--- config.mk ---
export PLATFORM = sky130hd
export DESIGN_NAME = w5r_scale
export DESIGN_NICKNAME = d
export VERILOG_FILES = /design/src/rtl/core/w5r_pkg.sv /design/src/rtl/core/w5r_scale.sv
export SDC_FILE = /design/constraint.sdc
export NUM_CORES = 2
export LEC_CHECK = 0
export BUFFER_PORTS_ARGS = -buffer_cell sky130_fd_sc_hd__clkbuf_2
export CORE_MARGIN = 3
export CORE_UTILIZATION = 44
export DETAILED_ROUTE_END_ITERATION = 16
export PLACE_DENSITY = 0.66
export SLEW_MARGIN = 20
export SYNTH_ARGS = -nofsm -noshare
export SYNTH_HDL_FRONTEND = slang
export SYNTH_SLANG_ARGS = --single-unit
export TNS_END_PERCENT = 20
--- constraint.sdc ---
create_clock -name clk -period 8 [get_ports clk]
set_input_delay 2.4 -clock clk [delete_from_list [all_inputs] [get_ports clk]]
set_output_delay 2.4 -clock clk [all_outputs]
set_load 0.1 [all_outputs]
--- src/rtl/core/w5r_pkg.sv ---
// shared constants, types and elaboration helpers for the weno5 roe flux block
// no dependencies; imported by every other file of the block
package w5r_pkg;

  localparam int W5R_SAMPLE_WIDTH = 16;
  localparam int W5R_FRAC_BITS    = 12;
  localparam int W5R_VEL_WIDTH    = 16;
  localparam logic [W5R_VEL_WIDTH-1:0] W5R_VEL_RESET = 16'd4096;
  localparam int W5R_OUT_WIDTH    = 16;
  localparam int W5R_MAG_BITS     = 10;
  localparam int W5R_WT_BITS      = 16;
  // one quotient bit per stage, quotient never exceeds 2^WT_BITS
  localparam int W5R_DIV_STEPS    = W5R_WT_BITS + 1;
  // six front stages, divider stages, product and sum stages
  localparam int W5R_WENO_LAT     = W5R_DIV_STEPS + 8;
  localparam int W5R_ROE_LAT      = 3;

  typedef struct packed {
    logic signed [W5R_OUT_WIDTH-1:0] flux;
    logic                            sat;
  } w5r_flux_t;

  // epsilon in units of 12*beta, worked out at elaboration
  function automatic longint unsigned w5r_eps(input int sw, input int fb);
    int ds;
    int g2;
    longint unsigned e;
    ds = (sw > 16) ? sw - 16 : 0;
    g2 = 2 * (fb - ds);
    if (g2 < 0) begin
      return 64'd1;
    end
    e = ((64'd12 << g2) + 64'd500000) / 64'd1000000;
    return (e == 64'd0) ? 64'd1 : e;
  endfunction

endpackage

--- src/rtl/core/w5r_scale.sv ---
// velocity scaling of the six samples, two stages: multiply, then round and clip
// depends on w5r_pkg
module w5r_scale import w5r_pkg::*; #(
  parameter int SW = W5R_SAMPLE_WIDTH,
  parameter int FB = W5R_FRAC_BITS
) (
  input  logic                            clk,
  input  logic                            rst,
  input  logic                            en,
  input  logic                            in_valid,
  input  logic signed [SW-1:0]            u_in [6],
  input  logic signed [W5R_VEL_WIDTH-1:0] vel,
  output logic                            out_valid,
  output logic signed [SW-1:0]            cu [6],
  output logic signed [SW-1:0]            u_out [6],
  output logic                            flag
);

  localparam int PRW = SW + W5R_VEL_WIDTH;
  localparam logic signed [PRW:0] HALF = (PRW + 1)'(1) <<< (FB - 1);
  localparam logic signed [PRW:0] HI   = ((PRW + 1)'(1) <<< (SW - 1)) - (PRW + 1)'(1);
  localparam logic signed [PRW:0] LO   = -((PRW + 1)'(1) <<< (SW - 1));

  logic signed [PRW-1:0] prod [6];
  logic signed [SW-1:0]  u1 [6];
  logic                  v1;
  logic signed [SW-1:0]  cu_next [6];
  logic                  flag_next;

  // valid bits
  always_ff @(posedge clk) begin
    if (rst) begin
      v1        <= 1'b0;
      out_valid <= 1'b0;
    end else if (en) begin
      v1        <= in_valid;
      out_valid <= v1;
    end
  end

  // stage 1: products
  always_ff @(posedge clk) begin
    if (en) begin
      for (int k = 0; k < 6; k++) begin
        prod[k] <= vel * u_in[k];
        u1[k]   <= u_in[k];
      end
    end
  end

  // round half up, then clip to sample range
  always_comb begin
    logic signed [PRW:0] r;
    flag_next = 1'b0;
    for (int k = 0; k < 6; k++) begin
      r = ((PRW + 1)'(prod[k]) + HALF) >>> FB;
      if (r > HI) begin
        cu_next[k] = SW'(HI);
        flag_next  = 1'b1;
      end else if (r < LO) begin
        cu_next[k] = SW'(LO);
        flag_next  = 1'b1;
      end else begin
        cu_next[k] = SW'(r);
      end
    end
  end

  // stage 2
  always_ff @(posedge clk) begin
    if (en) begin
      cu    <= cu_next;
      u_out <= u1;
      flag  <= flag_next;
    end
  end

endmodule

==> results_dict.tcl <==
set metrics [dict create \
    status "finished, final reports clean" \
    cp_max_fo 20 \
    postCtsSetupBuffers 0 \
    clockRootBuffer "clkbuf_16" \
    relSlewSlack 0.283 \
    path_class "in2reg" \
    htreeDepth 2 \
    tritoncts "done" \
    clkTransAtPathRegs_ps 60 \
    fp.dieH_um 412 \
    avgSynthCellArea_um2 10.1 \
    dr_wl_met2_um 87900 \
    clock-sinks 417 \
    endpoint_kind "flip-flop" \
    antenna_found_initial 8 \
    hold_viol 0 \
    hpwl_um 153000 \
    async_flop_share 0 \
    std_cell_rows 148 \
    grt_pass1_vias 56817 \
    yosysTopAreaCell "fa_1" \
    dieArea_um2 170000 \
    wl_met1_um 76000 \
    synthFlopType "edfxtp_1" \
    first_iter_violations 2818 \
    synth_edf_count 415 \
    post-route-util 0.516 \
    grt_max_degree 160 \
    start_util 0.444 \
    period_needed_ps 7870 \
    arrival_ps 8280 \
    clk-insertion-delay-late_ps 690 \
    startpoint_type "input port" \
    cpPeakStageDelay_ps 570 \
    detail-route-antenna-nets 0 \
    clockBufferDepth 3 \
    setup_viol_count_final 0 \
    syn_to_final_growth_pct 16.1 \
    numPortBuffers 309 \
    gp_congestion 0.901 \
    routed_wl_um 181000 \
    cpMaxStageDelayCell "fa_1" \
    path_cells "buf_4 > buf_4 > buf_12 > nand2_1 > fa_1 > inv_1 > fa_1 > fa_1 > inv_1 > fa_1 > fa_1 > fa_1 > inv_1 > ha_1 > a21o_1 > a21oi_1 > buf_4 > and2_1 > a211oi_1 > a2111oi_1 > nor2_1 > xor2_1" \
    num_io_pins 310 \
    wire_per_inst_um 17.7 \
    synthCells 7155 \
    yosysMostFrequentCell "inv_1" \
    cts_made_buffers 53 \
    synth_top_area_frac 0.432 \
    gr-total-overflow 0 \
    hold_class "reg2reg" \
    worstPathRequired_ps 8410 \
    finalCritPeriodShare 0.984 \
    synth_area_um2 72600 \
    dr.max_layer_used "met5" \
    fmax_mhz 127 \
    synth-seq-cells 417 \
    drv_cap 0 \
    worst_slew_pin_slew_ps 1070 \
    grt_usage 0.223 \
    synth-seq-area-share 0.172 \
    clock_skew_ps 31.8 \
    core_area_um2 163000 \
    drc 0 \
    critPathMostFrequentCell "fa_1" \
    drv_slew 0 \
    yosysUniqueCellTypes 91 \
    via_per_inst 4.99 \
    grt_pass1_wl_um 299000 \
    wl_met3_um 10800 \
    layout-drive-gt1-share 0.153 \
    via_count 51004 \
    ys_top_cells_by_area "fa_1, edfxtp_1, inv_1, ha_1, and2_1" \
    yosysWarningCount 0 \
    nNetsFinal 10154 \
    syn_nets 9317 \
    die_x_um 412 \
    rsz0062_at_grt "true" \
    yosys-top-cells-count "inv_1, fa_1, nand2_1" \
    firstDrtPassIters 8 \
]
critical path, delay by kind of cell:
family                   cells  cell delay [ps]
AO/OA/AOI/OAI                4             1090
XOR/XNOR                     1              160
adder cells (fa/ha/maj)      7             3210
AND/OR/NAND/NOR              3              350
buffers and inverters        7             1050
flip-flops by register name (all words and copies together), names as in the netlist:
name and flops:
cu 96, v1 1, out_valid 1, prod 126, u_out 96, u1 96, flag 1
through the flow:
stage | hold slack (ps) | area (µm²) | instances | TNS [ps] | setup WS [ps]
floorplan | 400 | 72700 | 7155 | -220 | -84.8
global placement | 401 | 82300 | 10112 | -22430 | -508
detailed placement | 405 | 82300 | 10112 | -29320 | -614
CTS | 398 | 84200 | 10209 | 0 | 97.4
global route | 419 | 84200 | 10210 | -96.2 | -96.2
finish | 399 | 84300 | 10217 | 0 | 128
per-layer routing:
layer  GRT usage  up-vias
met5           0        -
met4      0.0760        2
met3      0.0334      309
met2       0.374     1395
met1       0.297    26276
li1            -    23022
layout by cell type (no fill, tap or decap), drive strengths merged, types with 43 or more instances in the layout:
cell / instances
edfxtp: 415
buf: 770
and2: 739
nand3: 51
o21ai: 151
a21o: 43
xnor2: 172
xor2: 87
a21oi: 97
nand2: 778
ha: 480
fa: 1566
nor2: 184
inv: 1762
clkbuf: 353
cell families (layout without fill, tap and decap cells):
| group | Yosys count | after routing | synth area share |
|---|---|---|---|
| xor+xnor | 259 | 259 | 0.0313 |
| mux | 6 | 6 | 0.000897 |
| fa+ha+maj | 2046 | 2046 | 0.515 |
| compound gates | 438 | 438 | 0.0390 |
| other cells | 0 | 8 | 0 |
| buf+inv | 2034 | 2913 | 0.106 |
| simple gates | 1955 | 1955 | 0.136 |
| flops | 417 | 417 | 0.172 |
cell type report:
| cell class | count | area (µm²) |
|---|---|---|
| antenna | 8 | 20.0 |
| clock buffer | 61 | 1400 |
| clock inverter | 36 | 429 |
| fill | 14638 | 79100 |
| inverter | 1754 | 6580 |
| multi-input combinational | 4704 | 52500 |
| sequential | 417 | 12500 |
| tap | 2175 | 2720 |
| timing repair buffer | 1062 | 8070 |
worst paths after layout:
| kind | slack (ps) | startpoint | to | cells past startpoint |
|---|---|---|---|---|
| setup / recovery | 130 | vel[6] | prod[0][29] | 22 |
| hold / removal | 400 | u1[84] | u_out[84] | 0 |
| setup reg to reg | 4110 | prod[1][12] | flag | 9 |
| hold reg to reg | 400 | u1[84] | u_out[84] | 0 |
what timing repair did:
item                       CTS  global route
setup endpoints to repair    0            27
gates resized for setup      0            20
hold buffers                 0             0
Power is not shown: default switching activity piles up to over one toggle a cycle in this logic, so the estimate is an artifact.
