**src/rtl/core/w5r_pkg.sv**
```systemverilog
// shared constants, types and elaboration helpers for the weno5 roe flux block
// no dependencies; imported by every other file of the block
package w5r_pkg;

  localparam int W5R_SAMPLE_WIDTH = 16;
  localparam int W5R_FRAC_BITS    = 12;
  localparam int W5R_VEL_WIDTH    = 16;
  localparam logic [W5R_VEL_WIDTH-1:0] W5R_VEL_RESET = 16'd4096;
  localparam int W5R_OUT_WIDTH    = 16;
  localparam int W5R_MAG_BITS     = 10;
  localparam int W5R_WT_BITS      = 16;
  // one quotient bit per stage, quotient never exceeds 2^WT_BITS
  localparam int W5R_DIV_STEPS    = W5R_WT_BITS + 1;
  // six front stages, divider stages, product and sum stages
  localparam int W5R_WENO_LAT     = W5R_DIV_STEPS + 8;
  localparam int W5R_ROE_LAT      = 3;

  typedef struct packed {
    logic signed [W5R_OUT_WIDTH-1:0] flux;
    logic                            sat;
  } w5r_flux_t;

  // epsilon in units of 12*beta, worked out at elaboration
  function automatic longint unsigned w5r_eps(input int sw, input int fb);
    int ds;
    int g2;
    longint unsigned e;
    ds = (sw > 16) ? sw - 16 : 0;
    g2 = 2 * (fb - ds);
    if (g2 < 0) begin
      return 64'd1;
    end
    e = ((64'd12 << g2) + 64'd500000) / 64'd1000000;
    return (e == 64'd0) ? 64'd1 : e;
  endfunction

endpackage

```
**src/rtl/core/w5r_roe.sv**
```systemverilog
// roe combination of the four reconstructions, saturation, two-entry output buffer
// depends on w5r_pkg
module w5r_roe import w5r_pkg::*; #(
  parameter int SW = W5R_SAMPLE_WIDTH,
  parameter int FB = W5R_FRAC_BITS,
  localparam int RW = SW + 4
) (
  input  logic                            clk,
  input  logic                            rst,
  input  logic                            flag_in,
  input  logic                            in_valid,
  input  logic signed [RW-1:0]            fl,
  input  logic signed [RW-1:0]            fr,
  input  logic signed [RW-1:0]            ul,
  input  logic signed [RW-1:0]            ur,
  input  logic signed [W5R_VEL_WIDTH-1:0] vel,
  input  logic                            out_ready,
  output logic                            out_valid,
  output w5r_flux_t                       out_beat,
  output logic                            en
);

  localparam int SFW  = RW + 1;
  localparam int ACW  = W5R_VEL_WIDTH + 2;
  localparam int PRW  = ACW + SFW;
  localparam int NUMW = ((SFW + FB > PRW) ? SFW + FB : PRW) + 1;
  localparam int WL   = W5R_WENO_LAT;
  localparam int OW   = W5R_OUT_WIDTH;
  localparam logic signed [NUMW:0] HALF = (NUMW + 1)'(1) <<< FB;
  localparam logic signed [NUMW:0] HI   = ((NUMW + 1)'(1) <<< (OW - 1)) - (NUMW + 1)'(1);
  localparam logic signed [NUMW:0] LO   = -((NUMW + 1)'(1) <<< (OW - 1));

  logic [WL-1:0] fdl;
  logic [1:0]    vr;
  logic [1:0]    fr_flag;

  // stall only when both buffer entries hold and nothing drains
  logic [1:0] cnt;
  assign en = (cnt != 2'd2) || out_ready;

  always_ff @(posedge clk) begin
    if (rst) begin
      vr <= '0;
    end else if (en) begin
      vr <= {vr[0], in_valid};
    end
  end

  // scaling clip flag rides alongside the reconstructions
  always_ff @(posedge clk) begin
    if (en) begin
      fdl     <= {fdl[WL-2:0], flag_in};
      fr_flag <= {fr_flag[0], fdl[WL-1]};
    end
  end

  // speed magnitude
  logic signed [W5R_VEL_WIDTH:0] cx;
  logic signed [W5R_VEL_WIDTH:0] acm;
  logic signed [ACW-1:0]         acs;
  assign cx  = (W5R_VEL_WIDTH + 1)'(vel);
  assign acm = (cx < 0) ? -cx : cx;
  assign acs = signed'({1'b0, acm});

  // stage 1: flux sum and state jump
  logic signed [SFW-1:0] sumf1;
  logic signed [SFW-1:0] du1;
  always_ff @(posedge clk) begin
    if (en) begin
      sumf1 <= SFW'(fl) + SFW'(fr);
      du1   <= SFW'(ur) - SFW'(ul);
    end
  end

  // stage 2: upwind term
  logic signed [PRW-1:0]  prod2;
  logic signed [NUMW-1:0] shf2;
  always_ff @(posedge clk) begin
    if (en) begin
      prod2 <= acs * du1;
      shf2  <= NUMW'(sumf1) <<< FB;
    end
  end

  // stage 3: round by frac+1 and saturate
  logic signed [NUMW:0] rq;
  w5r_flux_t            res;
  always_comb begin
    rq = ((NUMW + 1)'(shf2) - (NUMW + 1)'(prod2) + HALF) >>> (FB + 1);
    res.sat = fr_flag[1];
    if (rq > HI) begin
      res.flux = OW'(HI);
      res.sat  = 1'b1;
    end else if (rq < LO) begin
      res.flux = OW'(LO);
      res.sat  = 1'b1;
    end else begin
      res.flux = OW'(rq);
    end
  end

  // output buffer
  w5r_flux_t buf_q [2];
  logic      wp;
  logic      rp;
  logic      push;
  logic      pop;

  assign push      = en && vr[1];
  assign pop       = out_valid && out_ready;
  assign out_valid = (cnt != 2'd0);
  assign out_beat  = buf_q[rp];

  always_ff @(posedge clk) begin
    if (rst) begin
      cnt <= 2'd0;
      wp  <= 1'b0;
      rp  <= 1'b0;
    end else begin
      if (push) wp <= ~wp;
      if (pop) rp <= ~rp;
      cnt <= cnt + 2'(push) - 2'(pop);
    end
  end

  always_ff @(posedge clk) begin
    if (push) begin
      buf_q[wp] <= res;
    end
  end

endmodule

```
**config.mk**
```make
export PLATFORM = sky130hd
export DESIGN_NAME = w5r_roe
export DESIGN_NICKNAME = d
export VERILOG_FILES = /design/src/rtl/core/w5r_pkg.sv /design/src/rtl/core/w5r_roe.sv
export SDC_FILE = /design/constraint.sdc
export NUM_CORES = 1
export LEC_CHECK = 0
export ABC_CLOCK_PERIOD_IN_PS = 10500
export BUFFER_PORTS_ARGS = -buffer_cell sky130_fd_sc_hd__buf_2
export CORE_MARGIN = 3
export CORE_UTILIZATION = 29
export CTS_CLUSTER_SIZE = 20
export DETAILED_ROUTE_END_ITERATION = 6
export GPL_ROUTABILITY_DRIVEN = 0
export PLACE_DENSITY = 0.44
export SYNTH_ARGS = -nofsm -noshare
export SYNTH_HDL_FRONTEND = slang
export SYNTH_SLANG_ARGS = --single-unit
```
**constraint.sdc**
```tcl
create_clock -name clk -period 10.5 [get_ports clk]
set_clock_uncertainty 0.05 [all_clocks]
set_input_delay 1.575 -clock clk [delete_from_list [all_inputs] [get_ports clk]]
set_output_delay 1.575 -clock clk [all_outputs]
set_load 0.05 [all_outputs]
```
==> results.txt, run 1 <==
The run finished with clean final reports. The worst setup path is launched from a primary input. In this run, post-CTS hold repair placed 0 buffers. The total overflow reported by the global router came out at 0.

The biggest area contributor in the post-synthesis netlist is sky130_fd_sc_hd__fa_1. The filler cells instantiated in the layout total roughly 8000. The clock net in this run drives a total of 170 sinks. The mean area per synthesized cell is just under 10 um2. The number of gates resized after CTS was 0. The final-stage net count is between 3000 and 4000.

The width of the chip came out at 284 um. Summing the sequential cell areas from Yosys gives between 20 and 25% of the chip area. The area of the placeable core is approximately 0.076 mm2. The synthesized cell area is approximately 0.022 mm2. The number of different library cells in the post-synthesis netlist came out at 68. The setup TNS came out at 0 ps. Static timing analysis puts the maximum clock frequency at 105 MHz.

The count of warnings emitted by yosys came out at 0. The wire length per cell is 16.3 um. In the layout the commonest cells are 514 x sky130_fd_sc_hd__inv_1, 358 x sky130_fd_sc_hd__fa_1, 268 x sky130_fd_sc_hd__nand2_1, 193 x sky130_fd_sc_hd__ha_1, 163 x sky130_fd_sc_hd__edfxtp_1. The post-route netlist has about 9% of its cells at a drive strength greater than 1. The total global-route track usage came out at around 14%. Once detail routing completed, the nets flagged for antenna violations numbered 0. The leading cell type in the layout, fill and taps excluded is sky130_fd_sc_hd__inv_1.

Data arrives at the worst endpoint at between 9000 and 10000 ps. The final-report max-slew violation count is 0. Summing all multi-input logic gate instances after layout gives around 0.015 mm2. The placed standard-cell area is about 0.024 mm2.

The number of instances in the synthesized netlist came out at about 2300. The number of cell rows came out at about 100. The number of enable flip-flop cells after synthesis came out at around 160. The highest fanout seen on the critical path came out at 15.

The number of global-route vias before repair came out at 17100. The die area came out at between 0.08 and 0.09 mm2. The critical path endpoint category is a flop. The max-capacitance violation count is 0. The largest net degree at the start of global routing is 56. Summing all flip-flop and latch instances after layout gives 0.00503 mm2. The number of antenna diodes in the final layout is 0. The clock transition at the register clock pins on the worst setup and hold paths after CTS came out at around 70 ps. In the synthesized netlist the dominant register cell turns out to be sky130_fd_sc_hd__edfxtp_1. The class of the tightest hold or removal check is reg2reg.

The number of remaining DRC errors came out at 0. The CTS buffer count is 17. The number of synthesized register bits is 170.

The required time of the worst setup path came out at about 11000 ps. The largest buffer count on any clock path is 2. The final-report hold violation count is 0.

In this run the clock root is driven by a sky130_fd_sc_hd__clkbuf_16. Setup violations remaining at the end of the flow were counted as 0. In the routed layout, each cell is associated on average with a via count of roughly 4.5.

The number of antenna violations at the first check in global routing came out at 0. The wire length of the first global-routing pass came out at between 90 and 100 mm. The clock latency at the later pin of the worst-skew pair is around 470 ps.

120 I/O pins were placed. The layout-stage area growth over the synthesis result is 11.2%. For this run, the detailed router's first-pass iteration total came to 5.

The number of H-tree levels came out at 4. Measured along the y axis, the die boundary spans 284 um. After clock tree synthesis, the setup repair step added 0 buffers.

The final period utilization came out at about nine tenths. TritonCTS built the clock tree. The area share of the leading cell type in the synthesized netlist is 31.9%. The HPWL reported at the end of detailed placement came out at 45.4 mm. The slew at the pin closest to its max-slew limit is 1340 ps. The effective utilization at floorplan came out at 29.4%. The vias after detailed routing came out at about 15000. The routed design has 56.0 mm of wire. Measured against its own limit, the worst slew margin works out to between 10 and 15%. Subtracting the final worst setup slack from the clock period gives 9490 ps. The count of buffers inserted at the top-level ports came out at between 100 and 150. Setup repair after global routing left no endpoint under its margin. The finished cells cover between 0.02 and 0.025 mm2. The first-iteration detailed-routing DRC count came out at 681. The fraction of synthesis flops using an asynchronous set or reset pin is 0%. The kind of critical path is in2reg. After synthesis, the cell types taking the most area are sky130_fd_sc_hd__fa_1 32%, sky130_fd_sc_hd__edfxtp_1 22%, sky130_fd_sc_hd__ha_1 11%.
## per-stage QoR
| step | std cells | setup WS [ps] | util [%] | hold slack, ps |
|---|---|---|---|---|
| 3_5_place_dp | 3396 | 563 | 32.0 | 355 |
| 4_1_cts | 3427 | 1050 | 32.7 | 367 |
| 3_3_place_gp | 3396 | 665 | 32.0 | 351 |
| 5_1_grt | 3428 | 522 | 32.7 | 376 |
| 2_1_floorplan | 2281 | 1380 | - | 350 |
| 6_report | 3428 | 1010 | 32.7 | 364 |
## flip-flops by register name (all words and copies together) (netlist names), named ones only
register  flops
buf_q        34
cnt           2
du1          21
fdl          25
fr_flag       2
prod2        39
rp            1
shf2         21
sumf1        21
vr            2
wp            1
## area by class of cell
class                      instances  area share [%]
multi-input combinational       1538            61.6
inverter                         514            7.73
tap                             1030            5.16
sequential                       170            20.2
timing repair buffer             145            3.17
clock buffer                      17            1.70
clock inverter                    14           0.506
## Yosys cell counts (37+ instances only)
cell type and n:
sky130_fd_sc_hd__a21oi_1 65, sky130_fd_sc_hd__xnor2_1 79, sky130_fd_sc_hd__a21o_1 37, sky130_fd_sc_hd__inv_1 514, sky130_fd_sc_hd__fa_1 358, sky130_fd_sc_hd__o21ai_0 43, sky130_fd_sc_hd__nand2_1 268, sky130_fd_sc_hd__edfxtp_1 163
sky130_fd_sc_hd__nor2_1 65, sky130_fd_sc_hd__clkbuf_1 56, sky130_fd_sc_hd__ha_1 193, sky130_fd_sc_hd__and2_1 127
## worst max-delay path, stage by stage
cell and delay [ps]:
sky130_fd_sc_hd__buf_2 100, sky130_fd_sc_hd__or3_1 410, sky130_fd_sc_hd__or3_1 370, sky130_fd_sc_hd__or3_1 380, sky130_fd_sc_hd__o31ai_1 270, sky130_fd_sc_hd__xnor2_1 330, sky130_fd_sc_hd__buf_4 340, sky130_fd_sc_hd__nand2_1 120
sky130_fd_sc_hd__fa_1 570, sky130_fd_sc_hd__inv_1 50, sky130_fd_sc_hd__fa_1 520, sky130_fd_sc_hd__fa_1 450, sky130_fd_sc_hd__fa_1 520, sky130_fd_sc_hd__fa_1 550, sky130_fd_sc_hd__inv_1 50, sky130_fd_sc_hd__fa_1 530
sky130_fd_sc_hd__inv_1 40, sky130_fd_sc_hd__ha_1 360, sky130_fd_sc_hd__nand3_1 160, sky130_fd_sc_hd__a211oi_1 310, sky130_fd_sc_hd__nand3_1 110, sky130_fd_sc_hd__a21oi_1 140, sky130_fd_sc_hd__nand4b_1 150, sky130_fd_sc_hd__a31oi_1 180
sky130_fd_sc_hd__nand4b_1 320, sky130_fd_sc_hd__a211o_1 330, sky130_fd_sc_hd__and3_1 150, sky130_fd_sc_hd__a211o_1 220
## worst paths after layout
| check | start | endpoint | slack, ps | depth (start not counted) |
|---|---|---|---|---|
| setup / recovery | vel[1] | prod2[37]$_DFFE_PN_ | 1010 | 28 |
| hold / removal | fdl[9]$_DFFE_PN_ | fdl[10]$_DFFE_PN_ | 360 | 0 |
| setup reg to reg | du1[9]$_DFFE_PN_ | prod2[37]$_DFFE_PN_ | 3080 | 20 |
| hold reg to reg | fdl[9]$_DFFE_PN_ | fdl[10]$_DFFE_PN_ | 360 | 0 |
## cell families after synthesis
group / share of synthesized area (%)
AOI/OAI and AO/OA: 7.46
xor gates and xnor gates: 3.82
adders and majority gates: 42.7
buffers and inverters: 9.59
DFF: 22.4
muxes: 1.08
other: 0.0334
and+or+nand+nor: 12.9
## per-layer routing
metal | track usage, % | wire length, um | share of wire (%)
met1 | 18.2 | 25100 | 45
met2 | 26.4 | 28800 | 51
met3 | 1.87 | 1340 | 2.4
met5 | 0 | 0 | 0
met4 | 3.25 | 708 | 1.3
Power of run 1 is left out: the tool's default activity adds up to more than one toggle a clock period on the data nets, which glitch-free logic cannot reach.
==> run 2: changes to the inputs <==
Settings changed: CORE_MARGIN 3 to 8, MAX_ROUTING_LAYER set to met4.
==> results.txt, run 2 (same netlist as run 1, synthesis figures left out) <==
The flow ran to the end, and the final reports show no timing, DRC or antenna violations. The slew at the pin closest to its max-slew limit is between 1000 and 1500 ps. The class of the tightest hold or removal check is reg2reg. Input and output buffers added on the ports amount to roughly 120. The largest buffer count on any clock path is 2. The critical path is of the in2reg type. After detailed placement, the design holds a cell count of between 3000 and 4000. The overall die height is 294 um. After clock tree synthesis, the setup repair step added 0 buffers. The hold buffer count at cts came out at 0.

The number of remaining DRC errors came out at 0. The wire length per cell is between 15 and 20 um. The max-capacitance violation count came out at 0. The first-iteration detailed-routing DRC count is between 600 and 700. The highest attainable clock frequency came out at about 100 MHz. The final-stage net count came out at 3036. The ratio of routed vias to standard cells came out at about 4.5. The number of routed nets with antenna violations came out at 0. The clock transition at the register clock pins on the worst setup and hold paths after CTS came out at about 70 ps.

The number of top-level pins came out at 120. The end-of-flow core utilization came out at 32.5%. The number of clock sinks came out at between 150 and 200. The highest fanout seen on the critical path came out at 11. The die covers approximately 0.087 mm2.

Detailed routing inserted a total of 15500 vias. The worst setup path is launched from a primary input. The worst register-to-register path begins at du1[6]$_DFFE_PN_. The flip-flop count of the largest register after layout is 39.

STA classifies the critical path endpoint as a flop. The final-report max-slew violation count came to 0. The number of antenna violations at the first check in global routing came out at 1.

Clock tree synthesis inserted a total of 17 buffers. The largest incremental delay on the critical path is ~550 ps. The antenna diode count is 0. The area taken by multi-input logic gates is ~0.015 mm2. The area of the placeable core is 0.0771 mm2. Clock tree synthesis selected as its root buffer the cell sky130_fd_sc_hd__clkbuf_16. Setup repair after global routing left no endpoint under its margin. Across every metal layer, demand over resource in global routing totals between 10% and 20%.

In the finished design, the share of the clock period the worst path needs comes to 92.2%. For this design, the slowest cell found on the critical path is sky130_fd_sc_hd__xnor2_1. The count of placed standard cells in the final layout, fillers left out came out at roughly 3400. The worst hold path cell count came out at 0. The sequential cells in the finished layout cover a total of about 0.005 mm2. The worst path arrival time came out at between 9000 and 10000 ps. The largest net degree at the start of global routing is 57. In the final layout, the registers with the most flip-flops are prod2 (39), buf_q (34), fdl (25).

The setup-violating endpoint count in the final report is 0. For the worst-skew pair, the clock arrives at the later sink with an insertion delay of about 470 ps. Setup total negative slack on the finished layout was measured at 0 ps. For this configuration, the core starts out at a cell density of about 29%. The final-report hold violation count is 0. Detailed placement finished with a half-perimeter wire length of roughly 46 mm. The post-CTS resize count came out at 0. In the layout the commonest cells are 514 x sky130_fd_sc_hd__inv_1, 358 x sky130_fd_sc_hd__fa_1, 268 x sky130_fd_sc_hd__nand2_1, 193 x sky130_fd_sc_hd__ha_1, 163 x sky130_fd_sc_hd__edfxtp_1. The worst hold path begins at fdl[3]$_DFFE_PN_. In this run the number of cells on the critical path is 28. The critical path starts at vel[1].

The register with the most flip-flops in the final layout is prod2. The post-route minimum period is 9680 ps. The number of cell rows came out at 102. The leading cell type in the layout, fill and taps excluded is sky130_fd_sc_hd__inv_1. The share of cells above drive strength 1 came out at 9.01%. The pre-antenna-repair detailed-routing pass consisted of 5 iterations. The sum of routed wire length over all layers is ~57 mm. The wire length of the first global-routing pass is 92.5 mm. The number of buffers and inverters on the critical path is 5. The most frequent cell on the critical path is sky130_fd_sc_hd__fa_1.

In this run the tightest slew margin relative to its limit is ~13%. The required time of the worst setup path came out at 10660 ps. The layout has a little over 8000 filler cells. The number of global-route vias before repair came out at 17100. The width of the chip is ~290 um. TritonCTS built the clock tree. The number of cell instances on the worst register-to-register path came out at 21.

The total overflow reported by the global router came out at 0. The layout-stage area growth over the synthesis result is 11.4%. The smallest hold slack is roughly 370 ps. The cell family contributing the most delay on the critical path is adder cells.

The number of H-tree levels is 4.
[run 2: cell types whose count changed in the layout (fill, tap and decap cells not counted), sizes merged]
cell      change
bufinv        +1
clkinvlp      -3
clkinv        +5
inv           -2
buf           -2
[run 2: routing by layer]
metal | global-route usage (%) | vias up | share of wire [%]
li1 | - | 7333 | -
met1 | 17.0 | 7875 | 45
met2 | 24.5 | 258 | 51
met3 | 1.68 | 65 | 3.0
met4 | 3.79 | 0 | 1.9
met5 | - | - | 0
[run 2: final cells by class]
class	count	area share, %
multi-input cells	1538	61.5
well taps	1040	5.20
clock inverters	15	0.725
inverters	514	7.71
clock buffers	17	1.70
repair buffers	143	3.10
flip-flops and latches	170	20.1
[run 2: final timing paths]
| kind | to | slack, ps |
|---|---|---|
| setup reg to reg | prod2[37]$_DFFE_PN_ | 3080 |
| hold reg to reg | fdl[4]$_DFFE_PN_ | 370 |
| setup / recovery | prod2[37]$_DFFE_PN_ | 820 |
| hold / removal | fdl[4]$_DFFE_PN_ | 370 |
[run 2: worst reg2reg max path, cell delays in order, from the launching register on]
cell                        delay, ps
sky130_fd_sc_hd__edfxtp_1         760
sky130_fd_sc_hd__and2_1           320
sky130_fd_sc_hd__fa_1             530
sky130_fd_sc_hd__inv_1             50
sky130_fd_sc_hd__fa_1             500
sky130_fd_sc_hd__fa_1             510
sky130_fd_sc_hd__inv_1             60
sky130_fd_sc_hd__fa_1             480
sky130_fd_sc_hd__fa_1             550
sky130_fd_sc_hd__inv_1             50
sky130_fd_sc_hd__fa_1             530
sky130_fd_sc_hd__inv_1             40
sky130_fd_sc_hd__ha_1             370
sky130_fd_sc_hd__a2111oi_0        590
sky130_fd_sc_hd__buf_4            220
sky130_fd_sc_hd__a21oi_1           70
sky130_fd_sc_hd__nand4b_1         230
sky130_fd_sc_hd__a31oi_1          480
sky130_fd_sc_hd__nand4b_1         260
sky130_fd_sc_hd__a211o_1          180
sky130_fd_sc_hd__nand2_1           70
sky130_fd_sc_hd__a211o_1          260
[run 2: per-stage QoR]
step	instance area [um2]	setup WS (ps)
floorplan	22500	1380
global placement	24400	516
detailed placement	24400	424
CTS	25000	901
global route	25000	450
finish	25000	818
Power of run 2 is left out for the same reason.
==> run 3: changes to the inputs <==
Settings changed: ABC_AREA set to 1.
==> results.txt, run 3 <==
The slew at the pin closest to its max-slew limit came out at around 940 ps. In the layout the commonest cells are 712 x sky130_fd_sc_hd__inv_1, 610 x sky130_fd_sc_hd__nand2_1, 358 x sky130_fd_sc_hd__fa_1, 255 x sky130_fd_sc_hd__nor2_1, 193 x sky130_fd_sc_hd__ha_1. The largest buffer count on any clock path came out at 2.

The root buffer cell chosen for the clock tree is sky130_fd_sc_hd__clkbuf_16. The flow ran to the end, and the final reports show no timing, DRC or antenna violations. The vias after detailed routing came out at about 18000. The highest fanout seen on the critical path came out at 23. The number of clock sinks came out at 170.

The overall die height is approximately 300 um. In this run the worst hold path is classified as reg2reg. The worst path arrival time is around 9000 ps. The effective utilization at floorplan is 29.2%.

In the post-synthesis netlist, the biggest area contributors are sky130_fd_sc_hd__fa_1 30%, sky130_fd_sc_hd__edfxtp_1 21%, sky130_fd_sc_hd__inv_1 11%. Entering global routing, the biggest net connects 76 pins. Setup repair after global routing left no endpoint under its margin. The number of antenna diodes in the final layout is 0. The number of top-level pins came out at 120. The CTS buffer count came out at 17. In the post-synthesis netlist, the cell with the most instances is sky130_fd_sc_hd__inv_1. The layout-stage area growth over the synthesis result came out at 10.8%. The final-stage net count came out at ~3600. The number of global-route vias before repair came to between 15000 and 20000. Counting flops with an async set or reset pin after synthesis yields a share of 0%. The count of buffers inserted at the top-level ports came out at around 120. The area share of the leading cell type in the synthesized netlist came out at between 30 and 40%. The number of cell instances on the worst register-to-register path is 16. Synthesis produced 2823 cells. By count the netlist is led by 712 x sky130_fd_sc_hd__inv_1, 610 x sky130_fd_sc_hd__nand2_1, 358 x sky130_fd_sc_hd__fa_1, 255 x sky130_fd_sc_hd__nor2_1, 193 x sky130_fd_sc_hd__ha_1.

The final-report max-slew violation count is 0. The critical path launch point type is a primary input. The most used flip-flop cell after synthesis is sky130_fd_sc_hd__edfxtp_1. The capture endpoint of the worst hold path is fdl[13]$_DFFE_PN_. The final-report hold violation count is 0. The library cell used most frequently in the layout, excluding fill and tap cells, is sky130_fd_sc_hd__inv_1. The sum of routed wire length over all layers came out at between 60 and 70 mm. The number of remaining DRC errors is 0. The number of routed nets with antenna violations is 0. The worst slew margin relative to its limit is a little under two fifths. STA classifies the critical path endpoint as a flop. The register with the most flip-flops in the layout has 39 of them. The die area came out at around 0.092 mm2. In the final layout, the registers with the most flip-flops are prod2 (39), buf_q (34), fdl (25). The synthesized netlist contains 50 unique library cells. The count of TritonRoute iterations in the first routing pass is 5. The total overflow reported by the global router is 0. Using the TritonRoute via totals, the vias-per-cell ratio works out to roughly 4.4. The share of cells above drive strength 1 is roughly 7.7%.

The worst setup path is of the in2reg kind. In this run, the number of DRC markers left after iteration 0 of detailed routing was ~1100. The register with the most flip-flops in the final layout is prod2.

In the final routed layout, each cell accounts on average for between 15 and 20 um. After legalization and detailed placement, the total HPWL measured roughly 58 mm. Across all register-to-register paths, the minimum setup slack is between 3000 and 4000 ps. Sequential elements use a little over a fifth of the synthesized area.

The mean area per synthesized cell came out at approximately 8.4 um2. The required time of the worst setup path came out at about 11000 ps. The first global-routing pass estimated approximately 110 mm of wire. The setup-violating endpoint count in the final report is 0. The worst path needs ~9000 ps of the cycle, external delays included. The largest area contributor in the netlist is sky130_fd_sc_hd__fa_1. The number of H-tree levels came out at 4. The hold buffer count at cts is 0. The worst hold path cell count is 0.

The clock transition at the register clock pins on the worst setup and hold paths after CTS came out at 80 ps. The endpoint identified for the worst register-to-register timing path is prod2[38]$_DFFE_PN_. The number of enable flip-flop cells after synthesis is 163. In this run the post-CTS setup repair buffer count came out at 0. The post-CTS resize count came out at 0. Across every metal layer, demand over resource in global routing totals roughly 16%.

The core region is ~0.082 mm2. The width of the chip came out at roughly 300 um. The clock latency at the later pin of the worst-skew pair came out at around 480 ps. The number of antenna violations at the first check in global routing is 1. The CTS tree is yes. The startpoint identified for the worst hold timing path is fdl[12]$_DFFE_PN_. The count of warnings emitted by yosys is 0. The highest attainable clock frequency came out at ~110 MHz.

The final period utilization came out at 83.6%. In this run the critical register-to-register path is launched from du1[20]$_DFFE_PN_. The number of synthesized register bits came out at 170. After floorplanning, the core was divided into 105 placement rows.

The synthesized cell area is 0.0238 mm2. In the final timing run, aggregate negative setup slack is 0 ps. The tool flagged a number of max-cap violations equal to 0.
## run 3: area by class of cell
| type | count | area, um2 |
|---|---|---|
| multi-input combinational | 1908 | 16000 |
| fill | 8853 | 55300 |
| sequential | 170 | 5030 |
| clock inverter | 14 | 155 |
| inverter | 720 | 2700 |
| clock buffer | 18 | 429 |
| timing repair buffer | 139 | 746 |
| tap | 1070 | 1340 |
## run 3: metal layers
layer	vias to the layer above	global-route usage [%]	share of wire, %
li1	8760	-	-
met1	8821	21.4	47
met2	334	26.1	47
met3	52	2.28	4.4
met4	0	3.42	1.6
met5	-	-	0
## run 3: kinds of logic (layout without fill, tap and decap cells)
group / count (synthesis) / after routing / share of synthesized area [%]
compound gates: 199 / 199 / 4.65
xor+xnor: 95 / 95 / 3.49
fa+ha+maj: 551 / 551 / 40.2
buf+inv: 765 / 891 / 12.2
flops: 170 / 170 / 21.1
mux: 17 / 17 / 0.804
other cells: 2 / 22 / 0.0315
simple gates: 1024 / 1024 / 17.5
## run 3: worst max-delay path by stage
stage	start	to	slack [ps]	cells past startpoint
floorplan	vel[0]	prod2[34]$_DFFE_PN_	2380	34
global placement	vel[0]	prod2[34]$_DFFE_PN_	1230	29
detailed placement	vel[0]	prod2[38]$_DFFE_PN_	1160	25
CTS	vel[0]	prod2[38]$_DFFE_PN_	1690	25
global route	vel[0]	prod2[38]$_DFFE_PN_	1160	27
finish	vel[0]	prod2[38]$_DFFE_PN_	1720	25
## run 3: metrics by stage
stage | cell area (um2) | cells | setup WS [ps] | utilization [%] | hold slack (ps)
2_1_floorplan | 23900 | 2843 | 2380 | - | 350
3_3_place_gp | 25800 | 4007 | 1230 | 31.6 | 352
3_5_place_dp | 25800 | 4007 | 1160 | 31.6 | 355
4_1_cts | 26400 | 4039 | 1690 | 32.3 | 364
5_1_grt | 26400 | 4039 | 1160 | 32.3 | 376
6_report | 26400 | 4039 | 1720 | 32.3 | 367
## run 3: critical path, stage by stage
cell                        delay, ps
sky130_fd_sc_hd__buf_2            450
sky130_fd_sc_hd__nor3_1           130
sky130_fd_sc_hd__nand2_1          130
sky130_fd_sc_hd__nor3_1            50
sky130_fd_sc_hd__inv_1             70
sky130_fd_sc_hd__nor3_1            50
sky130_fd_sc_hd__or2_2            270
sky130_fd_sc_hd__or2_2            270
sky130_fd_sc_hd__nand2_1          690
sky130_fd_sc_hd__nand2_1          330
sky130_fd_sc_hd__fa_1             670
sky130_fd_sc_hd__inv_1            170
sky130_fd_sc_hd__fa_1             610
sky130_fd_sc_hd__inv_1            130
sky130_fd_sc_hd__fa_1             520
sky130_fd_sc_hd__fa_1             520
sky130_fd_sc_hd__fa_1             520
sky130_fd_sc_hd__fa_1             560
sky130_fd_sc_hd__inv_1             50
sky130_fd_sc_hd__ha_1             340
sky130_fd_sc_hd__a21oi_1          210
sky130_fd_sc_hd__o21ai_0          120
sky130_fd_sc_hd__a21oi_1          170
sky130_fd_sc_hd__o2111ai_1        160
sky130_fd_sc_hd__xor2_1           170
Power of run 3 is left out for the same reason.
